--- src/mkd_pkg.sv ---
// shared types, constants and the pattern lookup for the morse key decoder
// no dependencies; used by every module in src

package mkd_pkg;

  // data widths fixed by the item and register formats
  localparam int unsigned LED_W      = 8;
  localparam int unsigned TICK_W     = 8;
  localparam int unsigned SYM_W      = 2;
  localparam int unsigned CFG_IDX_W  = 2;
  localparam int unsigned CFG_DATA_W = 8;
  localparam int unsigned TDATA_W    = 8;

  // longest pattern in the letter and digit table
  localparam int unsigned MORSE_MAX_LEN   = 5;
  localparam int unsigned MAX_SYMBOLS_DEF = 5;
  localparam int unsigned LEN_W           = 3;

  // reset values of the configuration registers
  localparam logic [TICK_W-1:0] DASH_HOLD_RST  = 8'd4;
  localparam logic [TICK_W-1:0] GAP_LIMIT_RST  = 8'd20;
  localparam logic [TICK_W-1:0] DISP_START_RST = 8'd10;

  // led codes
  localparam logic [LED_W-1:0] LED_OFF     = 8'h00;
  localparam logic [LED_W-1:0] LED_DOT     = 8'h01;
  localparam logic [LED_W-1:0] LED_DASH    = 8'h02;
  localparam logic [LED_W-1:0] LED_UNKNOWN = 8'hFF;

  // symbol codes
  localparam logic [SYM_W-1:0] SYM_NONE = 2'd0;
  localparam logic [SYM_W-1:0] SYM_DOT  = 2'd1;
  localparam logic [SYM_W-1:0] SYM_DASH = 2'd2;

  // configuration register indexes
  localparam logic [CFG_IDX_W-1:0] CFG_DASH_HOLD  = 2'd0;
  localparam logic [CFG_IDX_W-1:0] CFG_GAP_LIMIT  = 2'd1;
  localparam logic [CFG_IDX_W-1:0] CFG_DISP_START = 2'd2;

  // key timing phases, one-hot
  typedef enum logic [6:0] {
    PH_IDLE    = 7'b0000001,
    PH_DOT     = 7'b0000010,
    PH_DASH    = 7'b0000100,
    PH_RECORD  = 7'b0001000,
    PH_WAIT    = 7'b0010000,
    PH_DISPLAY = 7'b0100000,
    PH_HOLD    = 7'b1000000
  } phase_t;

  // configuration register contents
  typedef struct packed {
    logic [TICK_W-1:0] dash_hold_ticks;
    logic [TICK_W-1:0] gap_limit_ticks;
    logic [TICK_W-1:0] display_start_count;
  } cfg_t;

  typedef logic [MORSE_MAX_LEN-1:0][SYM_W-1:0] sym_vec_t;

  // pattern lookup: first symbol ends up in the highest used bit, dash = 1
  function automatic logic [LED_W-1:0] mkd_decode(input logic [LEN_W-1:0] len,
                                                  input sym_vec_t syms);
    logic [MORSE_MAX_LEN-1:0] pat;
    logic                     bad;
    logic [LED_W-1:0]         chr;
    pat = '0;
    bad = 1'b0;
    for (int k = 0; k < MORSE_MAX_LEN; k++) begin
      if (LEN_W'(k) < len) begin
        pat = {pat[MORSE_MAX_LEN-2:0], syms[k] == SYM_DASH};
        if (syms[k] != SYM_DOT && syms[k] != SYM_DASH) bad = 1'b1;
      end
    end
    unique case ({len, pat})
      {3'd2, 5'b00001}: chr = 8'h41; // A
      {3'd4, 5'b01000}: chr = 8'h42; // B
      {3'd4, 5'b01010}: chr = 8'h43; // C
      {3'd3, 5'b00100}: chr = 8'h44; // D
      {3'd1, 5'b00000}: chr = 8'h45; // E
      {3'd4, 5'b00010}: chr = 8'h46; // F
      {3'd3, 5'b00110}: chr = 8'h47; // G
      {3'd4, 5'b00000}: chr = 8'h48; // H
      {3'd2, 5'b00000}: chr = 8'h49; // I
      {3'd4, 5'b00111}: chr = 8'h4A; // J
      {3'd3, 5'b00101}: chr = 8'h4B; // K
      {3'd4, 5'b00100}: chr = 8'h4C; // L
      {3'd2, 5'b00011}: chr = 8'h4D; // M
      {3'd2, 5'b00010}: chr = 8'h4E; // N
      {3'd3, 5'b00111}: chr = 8'h4F; // O
      {3'd4, 5'b00110}: chr = 8'h50; // P
      {3'd4, 5'b01101}: chr = 8'h51; // Q
      {3'd3, 5'b00010}: chr = 8'h52; // R
      {3'd3, 5'b00000}: chr = 8'h53; // S
      {3'd1, 5'b00001}: chr = 8'h54; // T
      {3'd3, 5'b00001}: chr = 8'h55; // U
      {3'd4, 5'b00001}: chr = 8'h56; // V
      {3'd3, 5'b00011}: chr = 8'h57; // W
      {3'd4, 5'b01001}: chr = 8'h58; // X
      {3'd4, 5'b01011}: chr = 8'h59; // Y
      {3'd4, 5'b01100}: chr = 8'h5A; // Z
      {3'd5, 5'b01111}: chr = 8'h31; // 1
      {3'd5, 5'b00111}: chr = 8'h32; // 2
      {3'd5, 5'b00011}: chr = 8'h33; // 3
      {3'd5, 5'b00001}: chr = 8'h34; // 4
      {3'd5, 5'b00000}: chr = 8'h35; // 5
      {3'd5, 5'b10000}: chr = 8'h36; // 6
      {3'd5, 5'b11000}: chr = 8'h37; // 7
      {3'd5, 5'b11100}: chr = 8'h38; // 8
      {3'd5, 5'b11110}: chr = 8'h39; // 9
      {3'd5, 5'b11111}: chr = 8'h30; // 0
      default:          chr = LED_UNKNOWN;
    endcase
    if (bad || len == '0 || len > LEN_W'(MORSE_MAX_LEN)) chr = LED_UNKNOWN;
    return chr;
  endfunction

endpackage

--- src/mkd_cfg.sv ---
// configuration register bank of the morse key decoder
// depends on mkd_pkg

module mkd_cfg (
  input  logic                           clk,
  input  logic                           rst,
  input  logic                           wr_en,
  input  logic [mkd_pkg::CFG_IDX_W-1:0]  wr_index,
  input  logic [mkd_pkg::CFG_DATA_W-1:0] wr_data,
  output mkd_pkg::cfg_t                  cfg
);
  import mkd_pkg::*;

  // register writes, unknown indexes are dropped
  always_ff @(posedge clk) begin
    if (rst) begin
      cfg.dash_hold_ticks     <= DASH_HOLD_RST;
      cfg.gap_limit_ticks     <= GAP_LIMIT_RST;
      cfg.display_start_count <= DISP_START_RST;
    end else if (wr_en) begin
      if (wr_index == CFG_DASH_HOLD)  cfg.dash_hold_ticks     <= wr_data;
      if (wr_index == CFG_GAP_LIMIT)  cfg.gap_limit_ticks     <= wr_data;
      if (wr_index == CFG_DISP_START) cfg.display_start_count <= wr_data;
    end
  end

endmodule

--- src/mkd_core.sv ---
// per-tick key timing state machine, symbol store and pattern decode
// depends on mkd_pkg

module mkd_core #(
  parameter int unsigned MAX_SYMBOLS = mkd_pkg::MAX_SYMBOLS_DEF
) (
  input  logic                      clk,
  input  logic                      rst,
  input  logic                      step,
  input  logic                      key,
  input  mkd_pkg::cfg_t             cfg,
  output logic [mkd_pkg::LED_W-1:0] led_next
);
  import mkd_pkg::*;

  localparam int unsigned CNT_W = $clog2(MAX_SYMBOLS + 2);
  localparam logic [CNT_W-1:0] CNT_MAX = CNT_W'(MAX_SYMBOLS);

  phase_t                                phase, phase_next;
  logic [TICK_W-1:0]                     tick_count, tick_count_next;
  logic [SYM_W-1:0]                      last_symbol, last_symbol_next;
  logic [CNT_W-1:0]                      symbol_count, symbol_count_next;
  logic [MAX_SYMBOLS-1:0][SYM_W-1:0]     symbol_store, symbol_store_next;
  logic [LED_W-1:0]                      led_reg;
  logic [TICK_W-1:0]                     tick_mid;
  logic [TICK_W-1:0]                     tick_inc;
  sym_vec_t                              syms;
  logic [LED_W-1:0]                      decoded;

  // widen the store to the table's pattern length
  for (genvar k = 0; k < MORSE_MAX_LEN; k++) begin : g_pad
    if (k < MAX_SYMBOLS) begin : g_used
      assign syms[k] = symbol_store[k];
    end else begin : g_unused
      assign syms[k] = SYM_NONE;
    end
  end

  always_comb begin
    if (symbol_count > CNT_MAX) decoded = LED_UNKNOWN;
    else                        decoded = mkd_decode(LEN_W'(symbol_count), syms);
  end

  // phase transition, then the action of the new phase
  always_comb begin
    phase_next        = PH_IDLE;
    tick_mid          = tick_count;
    last_symbol_next  = last_symbol;
    symbol_count_next = symbol_count;
    symbol_store_next = symbol_store;
    led_next          = led_reg;

    unique case (phase)
      PH_IDLE: begin
        phase_next = PH_IDLE;
        if (key) begin
          phase_next = PH_DOT;
          tick_mid   = '0;
        end
      end
      PH_DOT: begin
        phase_next = PH_DOT;
        if (key && tick_count > cfg.dash_hold_ticks) phase_next = PH_DASH;
        else if (!key) phase_next = PH_RECORD;
        else if (tick_count != '1) tick_mid = tick_count + 1'b1;
      end
      PH_DASH: begin
        phase_next = key ? PH_DASH : PH_RECORD;
      end
      PH_RECORD: begin
        phase_next = key ? PH_DOT : PH_WAIT;
        tick_mid   = '0;
      end
      PH_WAIT: begin
        phase_next = PH_WAIT;
        if (key) begin
          phase_next = PH_DOT;
          tick_mid   = '0;
        end else if (tick_count > cfg.gap_limit_ticks) begin
          phase_next = PH_DISPLAY;
          tick_mid   = cfg.display_start_count;
        end
      end
      PH_DISPLAY: begin
        phase_next = PH_HOLD;
      end
      PH_HOLD: begin
        phase_next = (tick_count > cfg.gap_limit_ticks) ? PH_IDLE : PH_HOLD;
      end
      default: begin
        phase_next = PH_IDLE;
      end
    endcase

    tick_inc        = (tick_mid == '1) ? tick_mid : tick_mid + 1'b1;
    tick_count_next = tick_mid;

    unique case (phase_next)
      PH_IDLE: begin
        led_next          = LED_OFF;
        tick_count_next   = '0;
        symbol_store_next = '0;
        symbol_count_next = '0;
        last_symbol_next  = SYM_NONE;
      end
      PH_DOT: begin
        led_next         = LED_DOT;
        last_symbol_next = SYM_DOT;
      end
      PH_DASH: begin
        led_next         = LED_DASH;
        last_symbol_next = SYM_DASH;
        tick_count_next  = '0;
      end
      PH_RECORD: begin
        led_next = LED_OFF;
        for (int k = 0; k < MAX_SYMBOLS; k++) begin
          if (symbol_count == CNT_W'(k)) symbol_store_next[k] = last_symbol;
        end
        if (symbol_count <= CNT_MAX) symbol_count_next = symbol_count + 1'b1;
        last_symbol_next = SYM_NONE;
      end
      PH_WAIT: begin
        tick_count_next = tick_inc;
      end
      PH_DISPLAY: begin
        tick_count_next = tick_mid;
      end
      PH_HOLD: begin
        led_next        = decoded;
        tick_count_next = tick_inc;
      end
      default: begin
        tick_count_next = tick_mid;
      end
    endcase
  end

  // state update once per accepted tick
  always_ff @(posedge clk) begin
    if (rst) begin
      phase        <= PH_IDLE;
      tick_count   <= '0;
      last_symbol  <= SYM_NONE;
      symbol_count <= '0;
      symbol_store <= '0;
      led_reg      <= LED_OFF;
    end else if (step) begin
      phase        <= phase_next;
      tick_count   <= tick_count_next;
      last_symbol  <= last_symbol_next;
      symbol_count <= symbol_count_next;
      symbol_store <= symbol_store_next;
      led_reg      <= led_next;
    end
  end

endmodule

--- src/mkd_out_buf.sv ---
// two-beat result buffer between the decoder and the master-side stream
// depends on mkd_pkg for the data width

module mkd_out_buf (
  input  logic                      clk,
  input  logic                      rst,
  input  logic                      push,
  input  logic [mkd_pkg::LED_W-1:0] din,
  output logic                      space,
  output logic                      out_valid,
  input  logic                      out_ready,
  output logic [mkd_pkg::LED_W-1:0] dout
);
  import mkd_pkg::*;

  logic [1:0]       fill;
  logic [LED_W-1:0] head, tail;
  logic             pop;

  assign out_valid = fill != 2'd0;
  assign dout      = head;
  assign pop       = out_valid && out_ready;
  assign space     = fill != 2'd2 || out_ready;

  // fill level
  always_ff @(posedge clk) begin
    if (rst) begin
      fill <= 2'd0;
    end else if (push && !pop) begin
      fill <= fill + 2'd1;
    end else if (pop && !push) begin
      fill <= fill - 2'd1;
    end
  end

  // head is the oldest beat, tail the one behind it
  always_ff @(posedge clk) begin
    if (push && pop) begin
      if (fill == 2'd1) head <= din;
      else begin
        head <= tail;
        tail <= din;
      end
    end else if (pop) begin
      head <= tail;
    end else if (push) begin
      if (fill == 2'd0) head <= din;
      else              tail <= din;
    end
  end

endmodule

--- src/morse_key_decoder_unit.sv ---
// Morse key decoder: takes one key level per beat and returns one LED byte per beat
// (0x01 while a dot is held, 0x02 while a dash is held, the ASCII letter or digit
// or 0xFF for an unknown pattern after the gap timeout, 0x00 when idle). The block
// takes one beat every clock while its result buffer has space; a beat is held in
// the input register, then runs through the key timing machine and decode into the
// result buffer. Results queue in a two-beat buffer, so s_tready drops only while
// both slots are full and m_tready is low. Configuration registers (0: dash hold
// ticks, 1: gap limit ticks, 2: display start count) are written on the cfg channel,
// which is always ready; write them only while no ticks are in flight.
// depends on mkd_pkg, mkd_cfg, mkd_core, mkd_out_buf

module morse_key_decoder_unit #(
  parameter int unsigned MAX_SYMBOLS = mkd_pkg::MAX_SYMBOLS_DEF
) (
  input  logic                            clk,
  input  logic                            rst,
  // slave-side tick stream
  input  logic                            s_tvalid,
  output logic                            s_tready,
  input  logic [mkd_pkg::TDATA_W-1:0]     s_tdata,   // [0] key_pressed, [7:1] zero
  // master-side LED stream
  output logic                            m_tvalid,
  input  logic                            m_tready,
  output logic [mkd_pkg::TDATA_W-1:0]     m_tdata,   // [7:0] led_out
  // configuration writes
  input  logic                            cfg_valid,
  output logic                            cfg_ready,
  input  logic [mkd_pkg::CFG_IDX_W-1:0]   cfg_index,
  input  logic [mkd_pkg::CFG_DATA_W-1:0]  cfg_data
);
  import mkd_pkg::*;

  cfg_t             cfg;
  logic             stg_valid;
  logic             stg_key;
  logic             step;
  logic             buf_space;
  logic [LED_W-1:0] led_next;

  assign cfg_ready = 1'b1;

  mkd_cfg u_cfg (
    .clk      (clk),
    .rst      (rst),
    .wr_en    (cfg_valid && cfg_ready),
    .wr_index (cfg_index),
    .wr_data  (cfg_data),
    .cfg      (cfg)
  );

  // input register
  assign step     = stg_valid && buf_space;
  assign s_tready = !stg_valid || step;

  always_ff @(posedge clk) begin
    if (rst) begin
      stg_valid <= 1'b0;
    end else if (s_tready) begin
      stg_valid <= s_tvalid;
    end
  end

  always_ff @(posedge clk) begin
    if (s_tvalid && s_tready) stg_key <= s_tdata[0];
  end

  mkd_core #(
    .MAX_SYMBOLS (MAX_SYMBOLS)
  ) u_core (
    .clk      (clk),
    .rst      (rst),
    .step     (step),
    .key      (stg_key),
    .cfg      (cfg),
    .led_next (led_next)
  );

  mkd_out_buf u_out_buf (
    .clk       (clk),
    .rst       (rst),
    .push      (step),
    .din       (led_next),
    .space     (buf_space),
    .out_valid (m_tvalid),
    .out_ready (m_tready),
    .dout      (m_tdata)
  );

  // an accepted tick is held in the input register on the next edge
  a_accept_lands: assert property (@(posedge clk) disable iff (rst)
    s_tvalid && s_tready |=> stg_valid)
    else $error("accepted tick missing from input register");

  // a processed tick always leaves a result waiting
  a_step_result: assert property (@(posedge clk) disable iff (rst)
    step |=> m_tvalid)
    else $error("processed tick produced no result beat");

  // a held tick that cannot advance blocks the input side
  a_stall_blocks: assert property (@(posedge clk) disable iff (rst)
    stg_valid && !buf_space |-> !s_tready)
    else $error("input accepted while result buffer full");

endmodule

--- config.mk ---
export PLATFORM = sky130hd
export DESIGN_NAME = morse_key_decoder_unit
export DESIGN_NICKNAME = d
export VERILOG_FILES = /design/src/mkd_pkg.sv /design/src/mkd_cfg.sv /design/src/mkd_core.sv /design/src/mkd_out_buf.sv /design/src/morse_key_decoder_unit.sv
export SDC_FILE = /design/constraint.sdc
export NUM_CORES = 1
export LEC_CHECK = 0
export BUFFER_PORTS_ARGS = -buffer_cell sky130_fd_sc_hd__buf_2
export CORE_ASPECT_RATIO = 0.75
export CORE_MARGIN = 8
export CORE_UTILIZATION = 28
export CTS_BUF_LIST = sky130_fd_sc_hd__clkbuf_8 sky130_fd_sc_hd__clkbuf_16
export DETAILED_ROUTE_END_ITERATION = 8
export GPL_TIMING_DRIVEN = 0
export PLACE_DENSITY_LB_ADDON = 0.05
export SKIP_CTS_REPAIR_TIMING = 1
export SYNTH_ARGS = -nofsm -noshare
export SYNTH_HDL_FRONTEND = slang
export SYNTH_SLANG_ARGS = --single-unit
--- constraint.sdc ---
create_clock -name clk -period 4.1 [get_ports clk]
set_input_delay 0.82 -clock clk [delete_from_list [all_inputs] [get_ports clk]]
set_output_delay 0.82 -clock clk [all_outputs]
set_load 0.02 [all_outputs]
==> run summary <==
TIMING
--------------------------------------------------------------------------------------------------------
Share of the cycle needed by the critical path after routing                                       93.1%
Achievable clock frequency                                                                       262 MHz
Number of setup violations in the final report                                                         0
Number of pins exceeding their max-slew limit in the final report                                      0
Setup skew after layout                                                                        0.0124 ns
Minimum period implied by the final worst setup slack                                            3.82 ns
Post-Route Hold Slack                                                                           0.458 ns
Aggregate negative setup slack                                                                      0 ns
Worst Max-Slew Pin Slew                                                                          1.04 ns
Worst slew margin                                                                                  29.6%
Final hold violation count                                                                             0

PWR
--------------------------------------------------------------------------------------------------------
Maximum VDD drop                                                                                0.168 mV
Internal power                                                                                   1.49 mW
Sequential group share of total power                                                              42.3%
Share of total power in combinational logic                                                        20.1%
Switching share of power                                                                           32.6%
Reported net switching power                                                                      719 uW
Power share of the clock group                                                                     37.6%
Power per standard cell area                                                                 338 nW/um^2
Leakage                                                                                          2.53 nW

SETUP PATH
--------------------------------------------------------------------------------------------------------
Required time at the worst-slack endpoint                                                        4.36 ns
Launching instance or port of the critical path                                             u_core.tick_count[0]$_SDFFE_PP0P_
Nature of the critical path endpoint                                                                flop
Reg-to-Reg Start                                                                            u_core.tick_count[0]$_SDFFE_PP0P_
CP Data Arrival Time                                                                             4.08 ns
Crit start category                                                                                 flop
CP Class                                                                                    flop to flop
Worst reg2reg path endpoint                                                                 u_core.tick_count[4]$_SDFFE_PP0P_
Worst R2R Setup Slack                                                                            0.28 ns
Worst-path fanout max                                                                                  8
CP endpoint                                                                                 u_core.tick_count[4]$_SDFFE_PP0P_
Register-to-Register Path Depth                                                                       15

FINAL LAYOUT
--------------------------------------------------------------------------------------------------------
Layout overhead on the synthesized area                                                            15.3%
Diode insertion count for antenna repair                                                               0
Max FFs per register                                                                                  24
Number of nets in the final layout                                                                   822
Largest Register                                                                               u_cfg.cfg
Proportion of layout cells with a drive suffix above 1                                             11.4%
Largest registers in the final layout                                                       u_cfg.cfg (24), u_core.symbol_store (10)
Number of fillers in the final layout                                                               2138

GLOBAL ROUTE
--------------------------------------------------------------------------------------------------------
GR Overflow Total                                                                                      0
Antenna violations before repair                                                                       0
Pin count of the biggest net entering global routing                                                  19
GRT Util Overall                                                                                   14.6%
Via count of the first global-routing pass                                                          5081
Global-route wire length before repair                                                          29200 um

ROUTING
--------------------------------------------------------------------------------------------------------
DR WL/cell                                                                                       18.5 um
Final routed DRC violation total                                                                       0
Overall via count from detail_route                                                                 5543
WL final                                                                                        19000 um
Number of DRC markers in iteration 0                                                                 451
Post-detailed-route via-to-cell ratio                                                               5.38
Number of routed nets with antenna violations                                                          0
Number of detailed-routing iterations run before antenna repair                                        4

CLOCKING
--------------------------------------------------------------------------------------------------------
Number of sinks driven by the clock tree                                                              82
Deepest level of the CTS H-tree                                                                        3
CTS Root Cell                                                                               sky130_fd_sc_hd__clkbuf_16
Maximum clock insertion buffer count                                                                   2
Number of buffers added by the clock tree synthesis step                                               9
Clock Latency Late Sink                                                                          0.35 ns
TritonCTS clock tree                                                                                 yes
Post-CTS clock slew at the launch and capture registers of the worst setup and hold paths        0.07 ns

SYNTH
--------------------------------------------------------------------------------------------------------
Share of Yosys cell area claimed by the top area cell type                                         23.0%
Post-Synthesis Cell Area                                                                       5660 um^2
Cell type with the largest total area after synthesis                                       sky130_fd_sc_hd__dfxtp_1
Cell types with the largest area share after synthesis                                      sky130_fd_sc_hd__dfxtp_1 23%, sky130_fd_sc_hd__edfxtp_1 9.0%, sky130_fd_sc_hd__ha_1 7.1%
Syn Nets                                                                                             780
Syn_area_per_cell                                                                              7.81 um^2
Number of enable flip-flop cells after synthesis                                                      17
Number of instances in the synthesized netlist                                                       725
Prevailing post-synth register cell                                                         sky130_fd_sc_hd__dfxtp_1
Post-synthesis register bit count                                                                     82
Synthesis warning total                                                                                0
Sequential element share of the synthesized area                                                   32.0%
Leading cell type by number of instances after synthesis                                    sky130_fd_sc_hd__nor2_1
Number of distinct library cell variants in the gate-level netlist after synthesis                    75
Proportion of register bits with asynchronous set or reset after synthesis                            0%
Most frequent cells after synthesis                                                         97 x sky130_fd_sc_hd__nor2_1, 66 x sky130_fd_sc_hd__nand2_1, 65 x sky130_fd_sc_hd__dfxtp_1, 46 x sky130_fd_sc_hd__inv_1, 45 x sky130_fd_sc_hd__a21oi_1

FLOORPLAN
--------------------------------------------------------------------------------------------------------
Die Area                                                                                      25100 um^2
Number of standard-cell rows in the floorplan                                                         45
Core Box Area                                                                                 20000 um^2
Die outline height                                                                                139 um
I/O pin cnt                                                                                           34
Initial Util                                                                                       28.3%
Die extent in x                                                                                   180 um

RUN
--------------------------------------------------------------------------------------------------------
Max capacitance violation total                                                                        0

PLACEMENT
--------------------------------------------------------------------------------------------------------
GPL Wtd Cong                                                                                       0.896
Number of port buffers                                                                                25
Detailed-placement wirelength estimate                                                          14600 um

OUTCOME
--------------------------------------------------------------------------------------------------------
Outcome                                                                                     finished, final reports clean

WORST HOLD PATH
--------------------------------------------------------------------------------------------------------
Hold Path Origin                                                                            u_core.led_reg[6]$_SDFFE_PP0P_
Worst hold-check path type                                                                  flop to flop

[how the worst min path moves through the flow]
stage | depth (start not counted) | end | slack [ns]
after floorplan | 2 | u_core.led_reg[2]$_SDFFE_PP0P_ | 0.42
final | 2 | u_core.led_reg[6]$_SDFFE_PP0P_ | 0.46
after detailed placement | 2 | u_core.led_reg[6]$_SDFFE_PP0P_ | 0.44
after global routing | 2 | u_core.led_reg[3]$_SDFFE_PP0P_ | 0.49
after global placement | 2 | u_core.led_reg[6]$_SDFFE_PP0P_ | 0.43
after CTS | 2 | u_core.led_reg[6]$_SDFFE_PP0P_ | 0.46
[cell usage in the layout (no fill, tap or decap), types with 4 or more instances in the layout]
cell type / netlist / routed
sky130_fd_sc_hd__a211o_1: 10 / 10
sky130_fd_sc_hd__a211oi_1: 8 / 7
sky130_fd_sc_hd__a21o_1: 7 / 7
sky130_fd_sc_hd__a21oi_1: 45 / 45
sky130_fd_sc_hd__a22oi_1: 14 / 14
sky130_fd_sc_hd__a31oi_1: 8 / 8
sky130_fd_sc_hd__and2_1: 7 / 7
sky130_fd_sc_hd__and3_1: 5 / 5
sky130_fd_sc_hd__buf_2: 3 / 28
sky130_fd_sc_hd__buf_4: 1 / 6
sky130_fd_sc_hd__clkbuf_1: 34 / 31
sky130_fd_sc_hd__clkbuf_16: 0 / 9
sky130_fd_sc_hd__clkbuf_2: 0 / 5
sky130_fd_sc_hd__dfxtp_1: 65 / 61
sky130_fd_sc_hd__dfxtp_2: 0 / 4
sky130_fd_sc_hd__edfxtp_1: 17 / 17
sky130_fd_sc_hd__ha_1: 32 / 32
sky130_fd_sc_hd__inv_1: 46 / 46
sky130_fd_sc_hd__mux2_2: 10 / 10
sky130_fd_sc_hd__mux2i_1: 16 / 16
sky130_fd_sc_hd__nand2_1: 66 / 66
sky130_fd_sc_hd__nand2b_1: 9 / 9
sky130_fd_sc_hd__nand3_1: 23 / 23
sky130_fd_sc_hd__nand3b_1: 10 / 10
sky130_fd_sc_hd__nand4_1: 16 / 16
sky130_fd_sc_hd__nor2_1: 97 / 96
sky130_fd_sc_hd__nor2b_1: 13 / 12
sky130_fd_sc_hd__nor3_1: 17 / 17
sky130_fd_sc_hd__nor4_1: 9 / 9
sky130_fd_sc_hd__o211ai_1: 8 / 8
sky130_fd_sc_hd__o21a_1: 5 / 5
sky130_fd_sc_hd__o21ai_0: 41 / 41
sky130_fd_sc_hd__o31ai_1: 5 / 5
sky130_fd_sc_hd__or3_1: 7 / 7
sky130_fd_sc_hd__xor2_1: 5 / 5
[layout make-up]
cell class / instances / area, um^2 / share of cell area [%]
plain buffers: 43 / 183 / 2.80
clock buffers: 9 / 225 / 3.45
clock inverters: 7 / 76.3 / 1.17
inverters: 46 / 173 / 2.65
multi-input cells: 554 / 3550 / 54.4
flip-flops and latches: 82 / 1820 / 27.8
well taps: 258 / 323 / 4.95
repair buffers: 31 / 183 / 2.80
[metal layers]
| layer | GRT usage (%) | part of all wire, % | vias to the layer above |
|---|---|---|---|
| met5 | 0 | 0 | - |
| met2 | 19.1 | 38 | 181 |
| met3 | 4.11 | 7.3 | 5 |
| li1 | - | - | 2711 |
| met1 | 22.8 | 54 | 2646 |
| met4 | 2.60 | 0.47 | 0 |
[power groups by stage]
stage	combinational [mW]	clock, mW	sequential [mW]
2_1_floorplan	0.261	0	0.991
3_3_place_gp	0.438	0	0.949
3_5_place_dp	0.439	0	0.952
4_1_cts	0.441	0.858	0.933
5_1_grt	0.493	0.889	0.940
6_report	0.444	0.830	0.933
[cell families (layout without fill, tap and decap cells)]
group	count (synthesis)	count (layout)	share of synthesized area (%)
adders and majority gates	32	32	7.07
xor gates and xnor gates	6	6	0.928
DFF	82	82	32.0
AOI/OAI and AO/OA	188	188	22.2
muxes	27	27	5.08
buffers and inverters	89	136	6.16
and+or+nand+nor	300	300	26.5
other	1	1	0.0662
[worst max-delay path: stages (launching register included)]
cell and delay (ns):
sky130_fd_sc_hd__dfxtp_2 0.43, sky130_fd_sc_hd__inv_1 0.12, sky130_fd_sc_hd__ha_1 0.29, sky130_fd_sc_hd__nand4_1 0.11, sky130_fd_sc_hd__o22ai_1 0.20, sky130_fd_sc_hd__nand2_1 0.22, sky130_fd_sc_hd__or3_1 0.46, sky130_fd_sc_hd__nor3_1 0.29
sky130_fd_sc_hd__a221oi_4 0.09, sky130_fd_sc_hd__inv_1 0.12, sky130_fd_sc_hd__ha_1 0.26, sky130_fd_sc_hd__nand3b_1 0.09, sky130_fd_sc_hd__or4_1 0.38, sky130_fd_sc_hd__buf_2 0.19, sky130_fd_sc_hd__a41o_1 0.27, sky130_fd_sc_hd__a211oi_2 0.20
[through the flow]
step | utilization [%] | setup slack, ns | instance area [um^2] | power (mW) | instances
final | 32.6 | 0.283 | 6530 | 2.21 | 1030
after global routing | 32.6 | -0.0353 | 6530 | 2.32 | 1030
after CTS | 32.0 | -0.295 | 6410 | 2.23 | 1024
after detailed placement | 30.5 | -0.275 | 6110 | 1.39 | 1008
after global placement | 30.5 | -0.320 | 6110 | 1.39 | 1008
after floorplan | - | 0.665 | 5660 | 1.25 | 725
Note: power is estimated with default switching activity, not from simulation.
